[src/rtl/core/pbc_pkg.sv]
package pbc_pkg;

	localparam int BLOCK_W   = 64;
	localparam int KEY_DEPTH = 32;
	localparam int KA_W      = $clog2(KEY_DEPTH);
	localparam int CFG_IDX_W = 2;
	localparam int ROUNDS_DEF = 31;

	// configuration register indexes
	localparam logic [CFG_IDX_W-1:0] REG_KEY_HIGH = 2'd0;
	localparam logic [CFG_IDX_W-1:0] REG_KEY_LOW  = 2'd1;
	localparam logic [CFG_IDX_W-1:0] REG_KEY_MODE = 2'd2;

	typedef struct packed {
		logic            key_load;
		logic            key_step;
		logic            key_we;
		logic [KA_W-1:0] key_waddr;
		logic [KA_W-1:0] key_raddr;
		logic            blk_load;
		logic            blk_round;
		logic            blk_final;
		logic            dec;
	} pbc_cmd_t;

endpackage

[src/rtl/core/pbc_ram.sv]
module pbc_ram #(
	parameter int WIDTH = 64,
	parameter int DEPTH = 32
) (
	input  logic                     clk,
	input  logic                     we,
	input  logic [$clog2(DEPTH)-1:0] waddr,
	input  logic [WIDTH-1:0]         wdata,
	input  logic [$clog2(DEPTH)-1:0] raddr,
	output logic [WIDTH-1:0]         rdata
);

	logic [WIDTH-1:0] mem [DEPTH];

	always_ff @(posedge clk) begin
		if (we) begin
			mem[waddr] <= wdata;
		end
		rdata <= mem[raddr];
	end

endmodule

[src/rtl/core/pbc_ctrl.sv]
module pbc_ctrl #(
	parameter int ROUNDS = pbc_pkg::ROUNDS_DEF
) (
	input  logic                             clk,
	input  logic                             arst_n,
	input  logic                             start,
	input  logic                             op,
	input  logic                             cfg_we,
	input  logic [pbc_pkg::CFG_IDX_W-1:0]    cfg_index,
	output logic                             busy,
	output logic                             done,
	output pbc_pkg::pbc_cmd_t                cmd
);

	localparam int RCW = (ROUNDS > 1) ? $clog2(ROUNDS + 1) : 1;
	localparam int KAW = pbc_pkg::KA_W;

	typedef enum logic [1:0] {
		ST_IDLE,
		ST_KLOAD,
		ST_KGEN,
		ST_RUN
	} state_t;

	state_t         state_q;
	logic [RCW-1:0] rcnt_q;
	logic [KAW-1:0] kaddr_q;
	logic [KAW-1:0] kidx_q;
	logic           dec_q;
	logic           done_q;
	logic           cfg_hit;
	logic           last_round;

	assign cfg_hit = cfg_we && (cfg_index inside {pbc_pkg::REG_KEY_HIGH,
		pbc_pkg::REG_KEY_LOW, pbc_pkg::REG_KEY_MODE});
	assign last_round = (rcnt_q == RCW'(ROUNDS));

	always_ff @(posedge clk or negedge arst_n) begin
		if (!arst_n) begin
			state_q <= ST_IDLE;
			rcnt_q  <= '0;
			kaddr_q <= '0;
			kidx_q  <= '0;
			dec_q   <= 1'b0;
			done_q  <= 1'b0;
		end else begin
			done_q <= 1'b0;
			if (cfg_hit) begin
				// any key write restarts the schedule from the new key
				state_q <= ST_KLOAD;
			end else begin
				case (state_q)
					ST_IDLE: begin
						if (start) begin
							state_q <= ST_RUN;
							rcnt_q  <= '0;
							dec_q   <= op;
							// address 0 / ROUNDS is read at the request edge
							kaddr_q <= op ? KAW'(ROUNDS - 1) : KAW'(1);
						end
					end
					ST_KLOAD: begin
						state_q <= ST_KGEN;
						kidx_q  <= '0;
					end
					ST_KGEN: begin
						kidx_q <= kidx_q + 1'b1;
						if (kidx_q == KAW'(pbc_pkg::KEY_DEPTH - 1)) begin
							state_q <= ST_IDLE;
						end
					end
					ST_RUN: begin
						kaddr_q <= dec_q ? kaddr_q - 1'b1 : kaddr_q + 1'b1;
						if (last_round) begin
							state_q <= ST_IDLE;
							done_q  <= 1'b1;
						end else begin
							rcnt_q <= rcnt_q + 1'b1;
						end
					end
					default: begin
						state_q <= ST_IDLE;
					end
				endcase
			end
		end
	end

	assign busy = (state_q != ST_IDLE);
	assign done = done_q;

	always_comb begin
		cmd           = '0;
		cmd.key_load  = (state_q == ST_KLOAD);
		cmd.key_step  = (state_q == ST_KGEN);
		cmd.key_we    = (state_q == ST_KGEN);
		cmd.key_waddr = kidx_q;
		cmd.key_raddr = (state_q == ST_IDLE) ? (op ? KAW'(ROUNDS) : '0) : kaddr_q;
		cmd.blk_load  = (state_q == ST_IDLE) && start;
		cmd.blk_round = (state_q == ST_RUN) && !last_round;
		cmd.blk_final = (state_q == ST_RUN) && last_round;
		cmd.dec       = dec_q;
	end

`ifndef SYNTHESIS
	a_done_single: assert property (@(posedge clk) disable iff (!arst_n)
		done |=> !done)
		else $error("done held for more than one cycle");
	a_done_after_run: assert property (@(posedge clk) disable iff (!arst_n)
		done |-> $past(busy))
		else $error("done without a preceding run");
	a_start_busy: assert property (@(posedge clk) disable iff (!arst_n)
		(start && !busy) |=> busy)
		else $error("request accepted but block not busy");
	a_key_busy: assert property (@(posedge clk) disable iff (!arst_n)
		cfg_hit |=> (busy && !done))
		else $error("key write did not start the schedule");
	a_rcnt_range: assert property (@(posedge clk) disable iff (!arst_n)
		rcnt_q <= RCW'(ROUNDS))
		else $error("round counter past last round");
`endif

endmodule

[src/rtl/core/pbc_datapath.sv]
module pbc_datapath (
	input  logic                             clk,
	input  logic                             arst_n,
	input  pbc_pkg::pbc_cmd_t                cmd,
	input  logic                             cfg_we,
	input  logic [pbc_pkg::CFG_IDX_W-1:0]    cfg_index,
	input  logic [pbc_pkg::BLOCK_W-1:0]      cfg_data,
	input  logic [pbc_pkg::BLOCK_W-1:0]      block_in,
	output logic [pbc_pkg::BLOCK_W-1:0]      block_out
);

	localparam int W = pbc_pkg::BLOCK_W;

	function automatic logic [3:0] sbox(input logic [3:0] x);
		logic [3:0] y;
		case (x)
			4'h0: y = 4'hC;
			4'h1: y = 4'h5;
			4'h2: y = 4'h6;
			4'h3: y = 4'hB;
			4'h4: y = 4'h9;
			4'h5: y = 4'h0;
			4'h6: y = 4'hA;
			4'h7: y = 4'hD;
			4'h8: y = 4'h3;
			4'h9: y = 4'hE;
			4'hA: y = 4'hF;
			4'hB: y = 4'h8;
			4'hC: y = 4'h4;
			4'hD: y = 4'h7;
			4'hE: y = 4'h1;
			4'hF: y = 4'h2;
			default: y = 4'h0;
		endcase
		return y;
	endfunction

	function automatic logic [3:0] sbox_inv(input logic [3:0] x);
		logic [3:0] y;
		case (x)
			4'h0: y = 4'h5;
			4'h1: y = 4'hE;
			4'h2: y = 4'hF;
			4'h3: y = 4'h8;
			4'h4: y = 4'hC;
			4'h5: y = 4'h1;
			4'h6: y = 4'h2;
			4'h7: y = 4'hD;
			4'h8: y = 4'hB;
			4'h9: y = 4'h4;
			4'hA: y = 4'h6;
			4'hB: y = 4'h3;
			4'hC: y = 4'h0;
			4'hD: y = 4'h7;
			4'hE: y = 4'h9;
			4'hF: y = 4'hA;
			default: y = 4'h0;
		endcase
		return y;
	endfunction

	function automatic logic [W-1:0] enc_round(input logic [W-1:0] s);
		logic [W-1:0] t;
		logic [W-1:0] r;
		for (int n = 0; n < 16; n++) begin
			t[4*n +: 4] = sbox(s[4*n +: 4]);
		end
		// bit i moves to 16*i mod 63, bit 63 stays
		for (int i = 0; i < 63; i++) begin
			r[(16 * i) % 63] = t[i];
		end
		r[63] = t[63];
		return r;
	endfunction

	function automatic logic [W-1:0] dec_round(input logic [W-1:0] s);
		logic [W-1:0] t;
		logic [W-1:0] r;
		for (int i = 0; i < 63; i++) begin
			t[i] = s[(16 * i) % 63];
		end
		t[63] = s[63];
		for (int n = 0; n < 16; n++) begin
			r[4*n +: 4] = sbox_inv(t[4*n +: 4]);
		end
		return r;
	endfunction

	// one key schedule update; returns {hi, lo}
	function automatic logic [2*W-1:0] key_next(input logic [W-1:0] hi,
		input logic [W-1:0] lo, input logic is128, input logic [5:0] rc);
		logic [W-1:0] t;
		logic [W-1:0] nh;
		logic [W-1:0] nl;
		if (is128) begin
			t  = {hi[2:0], lo[63:3]};
			nl = {lo[2:0], hi[63:3]};
			nh = {sbox(t[63:60]), sbox(t[59:56]), t[55:0]};
			nh = nh ^ {60'd0, rc[5:2]};
			nl = nl ^ {rc[1:0], 62'd0};
		end else begin
			// 80-bit register: hi plus the top 16 bits of lo
			t  = {hi[2:0], lo[63:48], hi[63:19]};
			nl = {hi[18:3], 48'd0};
			nh = {sbox(t[63:60]), t[59:0]};
			nh = nh ^ {59'd0, rc[5:1]};
			nl = nl ^ {rc[0], 63'd0};
		end
		return {nh, nl};
	endfunction

	logic [W-1:0]   key_high_q;
	logic [W-1:0]   key_low_q;
	logic           key_is_128_q;
	logic [W-1:0]   kh_q;
	logic [W-1:0]   kl_q;
	logic [W-1:0]   st_q;
	logic [W-1:0]   out_q;
	logic [W-1:0]   rk;
	logic [W-1:0]   mix;
	logic [2*W-1:0] knext;
	logic [5:0]     rc;

	always_ff @(posedge clk or negedge arst_n) begin
		if (!arst_n) begin
			key_high_q   <= '0;
			key_low_q    <= '0;
			key_is_128_q <= 1'b0;
		end else if (cfg_we) begin
			case (cfg_index)
				pbc_pkg::REG_KEY_HIGH: key_high_q   <= cfg_data;
				pbc_pkg::REG_KEY_LOW:  key_low_q    <= cfg_data;
				pbc_pkg::REG_KEY_MODE: key_is_128_q <= cfg_data[0];
				default: ;
			endcase
		end
	end

	assign rc    = {1'b0, cmd.key_waddr} + 6'd1;
	assign knext = key_next(kh_q, kl_q, key_is_128_q, rc);

	always_ff @(posedge clk) begin
		if (cmd.key_load) begin
			kh_q <= key_high_q;
			kl_q <= key_is_128_q ? key_low_q : {key_low_q[63:48], 48'd0};
		end else if (cmd.key_step) begin
			kh_q <= knext[2*W-1:W];
			kl_q <= knext[W-1:0];
		end
	end

	pbc_ram #(
		.WIDTH (W),
		.DEPTH (pbc_pkg::KEY_DEPTH)
	) u_keys (
		.clk   (clk),
		.we    (cmd.key_we),
		.waddr (cmd.key_waddr),
		.wdata (kh_q),
		.raddr (cmd.key_raddr),
		.rdata (rk)
	);

	assign mix = st_q ^ rk;

	always_ff @(posedge clk) begin
		if (cmd.blk_load) begin
			st_q <= block_in;
		end else if (cmd.blk_round) begin
			st_q <= cmd.dec ? dec_round(mix) : enc_round(mix);
		end
		if (cmd.blk_final) begin
			out_q <= mix;
		end
	end

	assign block_out = out_q;

endmodule

[src/rtl/core/present_block_cipher_unit.sv]
// PRESENT 64-bit block cipher, 80- or 128-bit key.
//
// Configuration: write key_high (index 0), key_low (index 1) and key_is_128
// (index 2) through cfg_we/cfg_index/cfg_data while the block is idle. Each
// write restarts the key schedule: busy stays high while the key is loaded
// and the 32 round keys are written into the key RAM, one per cycle.
//
// Request: start is taken at a clock edge where busy is low and no key
// register is written; op selects encrypt (0) or decrypt (1), block_in
// carries the block. The core runs one round per cycle off the key RAM,
// then adds the last round key, with busy high throughout. The result
// appears on block_out with done high for exactly one cycle; busy drops in
// that same cycle, so a new request can be taken while done is high.
// There is no output stall; the receiver must take block_out while done.
//
// Reset (arst_n low) clears the key registers and the controller; the round
// key RAM is not cleared, so a key must be written before the first request.
module present_block_cipher_unit #(
	parameter int ROUNDS = pbc_pkg::ROUNDS_DEF
) (
	input  logic                             clk,
	input  logic                             arst_n,
	input  logic                             start,
	output logic                             busy,
	input  logic                             op,
	input  logic [pbc_pkg::BLOCK_W-1:0]      block_in,
	output logic                             done,
	output logic [pbc_pkg::BLOCK_W-1:0]      block_out,
	input  logic                             cfg_we,
	input  logic [pbc_pkg::CFG_IDX_W-1:0]    cfg_index,
	input  logic [pbc_pkg::BLOCK_W-1:0]      cfg_data
);

	pbc_pkg::pbc_cmd_t cmd;

	pbc_ctrl #(
		.ROUNDS (ROUNDS)
	) u_ctrl (
		.clk       (clk),
		.arst_n    (arst_n),
		.start     (start),
		.op        (op),
		.cfg_we    (cfg_we),
		.cfg_index (cfg_index),
		.busy      (busy),
		.done      (done),
		.cmd       (cmd)
	);

	pbc_datapath u_dp (
		.clk       (clk),
		.arst_n    (arst_n),
		.cmd       (cmd),
		.cfg_we    (cfg_we),
		.cfg_index (cfg_index),
		.cfg_data  (cfg_data),
		.block_in  (block_in),
		.block_out (block_out)
	);

endmodule
[config.mk]
export PLATFORM = sky130hd
export DESIGN_NAME = present_block_cipher_unit
export DESIGN_NICKNAME = d
export VERILOG_FILES = /design/src/rtl/core/pbc_pkg.sv /design/src/rtl/core/pbc_ram.sv /design/src/rtl/core/pbc_ctrl.sv /design/src/rtl/core/pbc_datapath.sv /design/src/rtl/core/present_block_cipher_unit.sv
export SDC_FILE = /design/constraint.sdc
export NUM_CORES = 2
export LEC_CHECK = 0
export ABC_AREA = 0
export CAP_MARGIN = 25
export CORE_MARGIN = 1
export CORE_UTILIZATION = 50
export CTS_BUF_LIST = sky130_fd_sc_hd__clkbuf_8
export DETAILED_ROUTE_END_ITERATION = 10
export DONT_BUFFER_PORTS = 1
export GPL_ROUTABILITY_DRIVEN = 0
export PLACE_DENSITY = 0.65
export SLEW_MARGIN = 25
export SYNTH_ARGS = -nofsm -noshare
export SYNTH_HDL_FRONTEND = slang
export SYNTH_MEMORY_MAX_BITS = 65536
export SYNTH_SLANG_ARGS = --single-unit
[constraint.sdc]
create_clock -name clk -period 15.6 [get_ports clk]
set_input_delay 2.34 -clock clk [delete_from_list [all_inputs] [get_ports clk]]
set_output_delay 2.34 -clock clk [all_outputs]
set_load 0.01 [all_outputs]
# == Word level (Yosys, flattened, before mapping) ==
# Memory sizes are Yosys's and may differ from the RTL's. A register that Yosys moved wholly into a read port is not among the register bits.
# Index checks and enable logic that the tools add are counted.
# totals
ram_bits,2048
out_inout_bits,66
reg_bits,404
romBits,2240
n_memories,36
word_cells,128
# memory_table
memory,depth,word_bits,rd,rd_ports_with_merged_regs,wr,line_no,text
u_dp.u_keys.mem,32,64,1,1,1,pbc_ram.sv:13,logic [WIDTH-1:0] mem [DEPTH];
(no name shown),16,4,1,0,0,pbc_datapath.sv:40,case (x)
(no name shown),16,4,1,0,0,pbc_datapath.sv:40,
(no name shown),16,4,1,0,0,pbc_datapath.sv:40,
(no name shown),16,4,1,0,0,pbc_datapath.sv:40,
(no name shown),16,4,1,0,0,pbc_datapath.sv:40,
+30 memories,n/a,n/a,n/a,n/a,n/a,n/a,
# op_classes
n_bitwise,6
reduce_logical,20
muxes,36
n_eq_ne,12
add_sub_neg,5
# op_table
op,n
$mux W64,9
$xor A64 B64 Y64,3
$xor A64 B4 Y64,1
$xor A64 B5 Y64,1
$mux W48,1
$mux W5,7
$pmux W5 S2,3
$mux W4,6
$add A5 B1 Y5 const B,3
$eq A5 B5 Y1 const B,2
$reduce_and A3 Y1,3
$mux W2,4
$pmux W2 S4,1
$reduce_and A2 Y1,4
$reduce_bool A2 Y1,4
$add A5 B1 Y6 const B,1
$eq A2 B2 Y1 const B,3
$mux W1,5
$sub A5 B1 Y5 const B,1
$eq A2 B1 Y1 const B,2
$logic_and A1 B1 Y1,4
$logic_not A2 Y1,2
$ne A2 B2 Y1 const B,2
$reduce_and A4 Y1,1
other kinds (6),6

# == Logic depth before layout (Yosys ltp) ==
# logic_depth
word_depth,6
mapped_depth,12

# == Hierarchy ==
# From an unflattened synthesis, not the netlist that was laid out.
# hier_totals
cells_unflattened,5196
hier_area_um2,103314.1
# modules_own_cells
module,area_each_um2,cells_per_inst,n_inst,seq_area_each_um2
pbc_ram,78964.5,3097,1,62780.2
pbc_datapath,23089.6,1962,1,11075.6
pbc_ctrl,1260.0,137,1,475.5

# == Worst setup path after synthesis ==
# OpenSTA, ideal clock, no wires.
# synth_path
path_type,flip-flop to flip-flop
from,register u_ctrl.state_q[0]
to,register (tool-made name)
arrival_time_ns,4.977
path_buffers,1
setup_ns,0.136
path_stages_with_launch,8
path_slack_ns,10.487
period_less_slack_ns,5.113
cell_sequence,dfrtp_1 -> inv_1 -> ha_1 -> buf_1 -> mux2_2 -> inv_1 -> ha_1 -> mux4_1
# synth_rtl
item,line_no,text
"start, declared",pbc_ctrl.sv:25,state_t state_q;
"start signal, assigned",pbc_ctrl.sv:40,state_q <= ST_IDLE;
"start signal, assigned",pbc_ctrl.sv:50,state_q <= ST_KLOAD;
"start signal, assigned",pbc_ctrl.sv:55,state_q <= ST_RUN;

# == Final worst setup path ==
# layout_path
from,register u_ctrl.state_q[0]
to,output port busy
# layout_via
elab_chain_cells,1
# layout_lines
item,line_no,text
$reduce_bool A2 Y1,pbc_ctrl.sv:89,assign busy = (state_q != ST_IDLE);
"end, declared",present_block_cipher_unit.sv:24,"output logic busy,"
# Every way passes these cells.

==> metrics list <==
- The run finished with clean final reports.
* Share of Yosys cell area claimed by the top area cell type: 65.44%
* Top-level I/O count: ~200
- Of all cell types, the one taking the most synthesized area is sky130_fd_sc_hd__edfxtp_1.
- Of the post-synthesis cell area, the part taken by muxes is 16.04%.
- Counting along the longest clock path gives a buffer depth of 4.
- In this run the power density over the cells is approximately 220 nW/µm².
* Share of async-settable or async-resettable flops after synthesis: 5.864%
- Worst Skew: 0.09276 ns
* Flops & latches, synth: 2524
- Final worst path period share: 36.75%
* Total track usage: 27.61%
- Using the TritonRoute via totals, the vias-per-cell ratio works out to 6.243.
- The count of endpoints failing hold in the final timing report was 0.
* Hold crit path type: reg -> reg
- Synthesized instance count: 6024
- Once the clock tree was built, the resizer swapped 0 gates to a different size.
- Number of placed instances, taps included: between 8000 and 9000
- Routed wire length: a little under 300000 µm
* Maximum number of pins on one net before global-route repair: 149
- Peak supply drop: 163.0 µV
- Setup-violating endpoint count in the final report: 0
- The most used flip-flop cell after synthesis is sky130_fd_sc_hd__edfxtp_1.
* Number of levels the H-tree was split into: 5
- Commonest cells post-synth: sky130_fd_sc_hd__edfxtp_1 (2304), sky130_fd_sc_hd__nand2_1 (726), sky130_fd_sc_hd__mux4_2 (612), sky130_fd_sc_hd__a21oi_1 (406), sky130_fd_sc_hd__ha_1 (200)
* Number of buffers inserted during clock tree synthesis: 418
* CP endpoint kind: primary output
- The area growth from synthesis to layout is 11.71%.
* Setup total negative slack: 0 ns
- For this run, design rule violations remaining after detail routing come to 0.
- Once detail routing completed, the nets flagged for antenna violations numbered 0.
- Starting DRC count in detailed routing: 7405
- Library cell used as clock root buffer: sky130_fd_sc_hd__clkbuf_8
* Most area-consuming cells after synthesis: sky130_fd_sc_hd__edfxtp_1 (65%), sky130_fd_sc_hd__mux4_2 (13%), sky130_fd_sc_hd__dfrtp_1 (3.5%)
* Crit Path Max Fanout: 52
- Max-cap violations in this run came to 0.
- Die Y-Extent: 461.8 µm
- Clk_lat worst skew: 1.12 ns
- Main combinational cell family by area after synthesis: multiplexers
- Row generation in the floorplan step produced 168 rows.
* Net count after synthesis: 6360
- Post-detailed-placement half-perimeter wirelength: 167200 µm
- Cell leakage power: 0.04026 µW
- Share of synthesized cell area in and, or, nand and nor gates: 3.846%
- Static timing analysis puts the maximum clock frequency at roughly 170 MHz.
- The total overflow left after global routing is 0.
- After clock tree synthesis, the clock-pin slew on the worst setup and hold paths is 0.06 ns.
- TritonCTS clock tree: built
- Antenna violations before repair: 17
- Before antenna repair, the detailed router went through 6 iterations.
- Routed wire length per instance: slightly above 30 µm
- Vias post-DR: 59200
- WHS: ~0.5 ns
- Sum of internal, switching and leakage power: 25470 µW
- In this run the mean area of a mapped cell was 17.55 µm².
- After filler insertion, the fill cell instance count of the layout stands at 16250.
* Xor-xnor portion of the synthesized cell area: less than 1%
- Of the total synthesized cell area, the portion taken by full adders, half adders and majority gates is around 2.4%.
* Rel. slew slack: 23.77%
- Number of nets in the layout: 6671
- For this design, the sink count on the clock tree is 2524.
- In this run, post-CTS hold repair placed 0 buffers.
- Total standard cell area after synthesis: ~110000 µm²
- STA puts the critical path data arrival time at 3.39 ns.
* Floorplan die width: 461.8 µm
* Sequential fraction of the synthesis area: 70.31%
- Setup repair after global routing left no endpoint under its margin.
* Share of the synthesized area in compound gates (AO/OA/AOI/OAI): 4.723%
* Max-slew violation count: 0
* Post-route minimum period: roughly 5.7 ns
- Post CTS Setup Buffer Count: 0
- For this configuration, the core starts out at a cell density of 50.40%.
- In this run the tool buffered the top-level ports with 0 buffer cells.
- Die ar.: roughly 210000 µm²
- Synth warn: 0
- Via count of the first global-routing pass: around 58000
- Final design utilization: a little under three fifths
- Number of distinct library cells after synthesis: 66
- Final std cells w/o fill: 9482
* Share of cells above drive strength 1: 23.78%
- The first global-routing pass estimated 417600 µm of wire.
- The critical path is of the reg -> out type.
* Most common cell in the synthesized netlist: sky130_fd_sc_hd__edfxtp_1
- At the pin with the least slew margin, the transition time is roughly 1.1 ns.
- Element type at the critical path start: register
* Core area: 209800 µm²
* Number of synthesized flops with an enable pin: 2304
- Req. time, crit path: 13.26 ns
==> worst paths after layout <==
check	slack [ns]	to	depth (start not counted)	from
max in group asynchronous	14.24	u_ctrl.kaddr_q[0]$_DFFE_PN0P_	0	arst_n
setup reg to reg	10.15	u_dp.u_keys.rdata[33]$_DFF_P_	9	u_ctrl.kaddr_q[1]$_DFFE_PN0P_
min in group asynchronous	0.92	u_dp.key_low_q[46]$_DFFE_PN0P_	0	arst_n
hold reg to reg	0.50	u_dp.kh_q[44]$_DFFE_PN_	2	u_dp.key_high_q[44]$_DFFE_PN0P_
setup / recovery	9.87	busy	4	u_ctrl.state_q[0]$_DFFE_PN0P_
hold / removal	0.50	u_dp.kh_q[44]$_DFFE_PN_	2	u_dp.key_high_q[44]$_DFFE_PN0P_
==> sequential cells by signal (all words and copies together), names as in the netlist, named ones only <==
name and count:
u_dp.key_high_q 64, u_ctrl.dec_q 1, u_dp.kh_q 64, u_dp.key_low_q 64, u_dp.knext 4, u_dp.u_keys.rdata 64
u_dp.u_keys.mem 2048, u_ctrl.state_q 2, u_dp.block_out 64, u_dp.st_q 64, u_ctrl.rcnt_q 5, u_ctrl.kidx_q 5
u_ctrl.kaddr_q 5, u_ctrl.done 1, u_dp.kl_q 64, u_dp.key_is_128_q 1
==> layout make-up <==
class	instances	area (µm²)	share of cell area [%]
inverters	104	390.4	0.3305
clock buffers	462	6359	5.384
clock inverters	287	1612	1.365
repair buffers	223	1977	1.674
multi-input cells	3064	29880	25.30
flip-flops and latches	2524	74340	62.95
diodes	13	32.53	0.02755
well taps	2805	3510	2.972
==> power by group <==
group / switching (µW) / internal (µW)
registers: 621 / 9050
logic: 6410 / 3790
clock network: 2630 / 2970
==> stage by stage <==
| step | worst slack, ns | cell area, µm² |
|---|---|---|
| after floorplan | 10.49 | 105700 |
| after global placement | 9.980 | 109600 |
| after detailed placement | 9.974 | 109900 |
| after CTS | 9.757 | 117900 |
| after global routing | 9.572 | 118100 |
| final | 9.866 | 118100 |
==> critical path: stages, from the launching register on <==
cell,delay (ns)
sky130_fd_sc_hd__dfrtp_1,0.44
sky130_fd_sc_hd__inv_1,0.15
sky130_fd_sc_hd__ha_4,0.65
sky130_fd_sc_hd__buf_4,0.63
sky130_fd_sc_hd__inv_1,0.41
==> layout by cell type (no fill, tap or decap), types with 47 or more instances in the layout <==
cell type                   instances
sky130_fd_sc_hd__a2111oi_0         47
sky130_fd_sc_hd__dfxtp_1           72
sky130_fd_sc_hd__nor2_1           121
sky130_fd_sc_hd__o21ai_1           65
sky130_fd_sc_hd__nor2b_1           53
sky130_fd_sc_hd__mux2_2           149
sky130_fd_sc_hd__mux4_2           612
sky130_fd_sc_hd__buf_4            187
sky130_fd_sc_hd__o21ai_0          148
sky130_fd_sc_hd__edfxtp_1        2304
sky130_fd_sc_hd__clkinv_1          75
sky130_fd_sc_hd__mux2i_1          138
sky130_fd_sc_hd__inv_1            247
sky130_fd_sc_hd__xor2_1            55
sky130_fd_sc_hd__clkbuf_8         462
sky130_fd_sc_hd__dfrtp_1          144
sky130_fd_sc_hd__a21oi_1          406
sky130_fd_sc_hd__ha_1             198
sky130_fd_sc_hd__nand2_1          723
==> metal layers <==
metal  track usage, %  vias up  routed length, µm
met5                0        -                 57
met4            9.788        8              10080
met3            5.740      559              29570
met2            43.11     3239             137400
met1            38.65    30920             117000
li1                 -    24480                  -
==> cells by family after synthesis <==
logic type,count (synthesis)
compound gates,844
xor+xnor,106
fa+ha+maj,201
buf+inv,436
flops,2524
mux,905
simple gates,1008
Power figures use the tool's default switching activity.
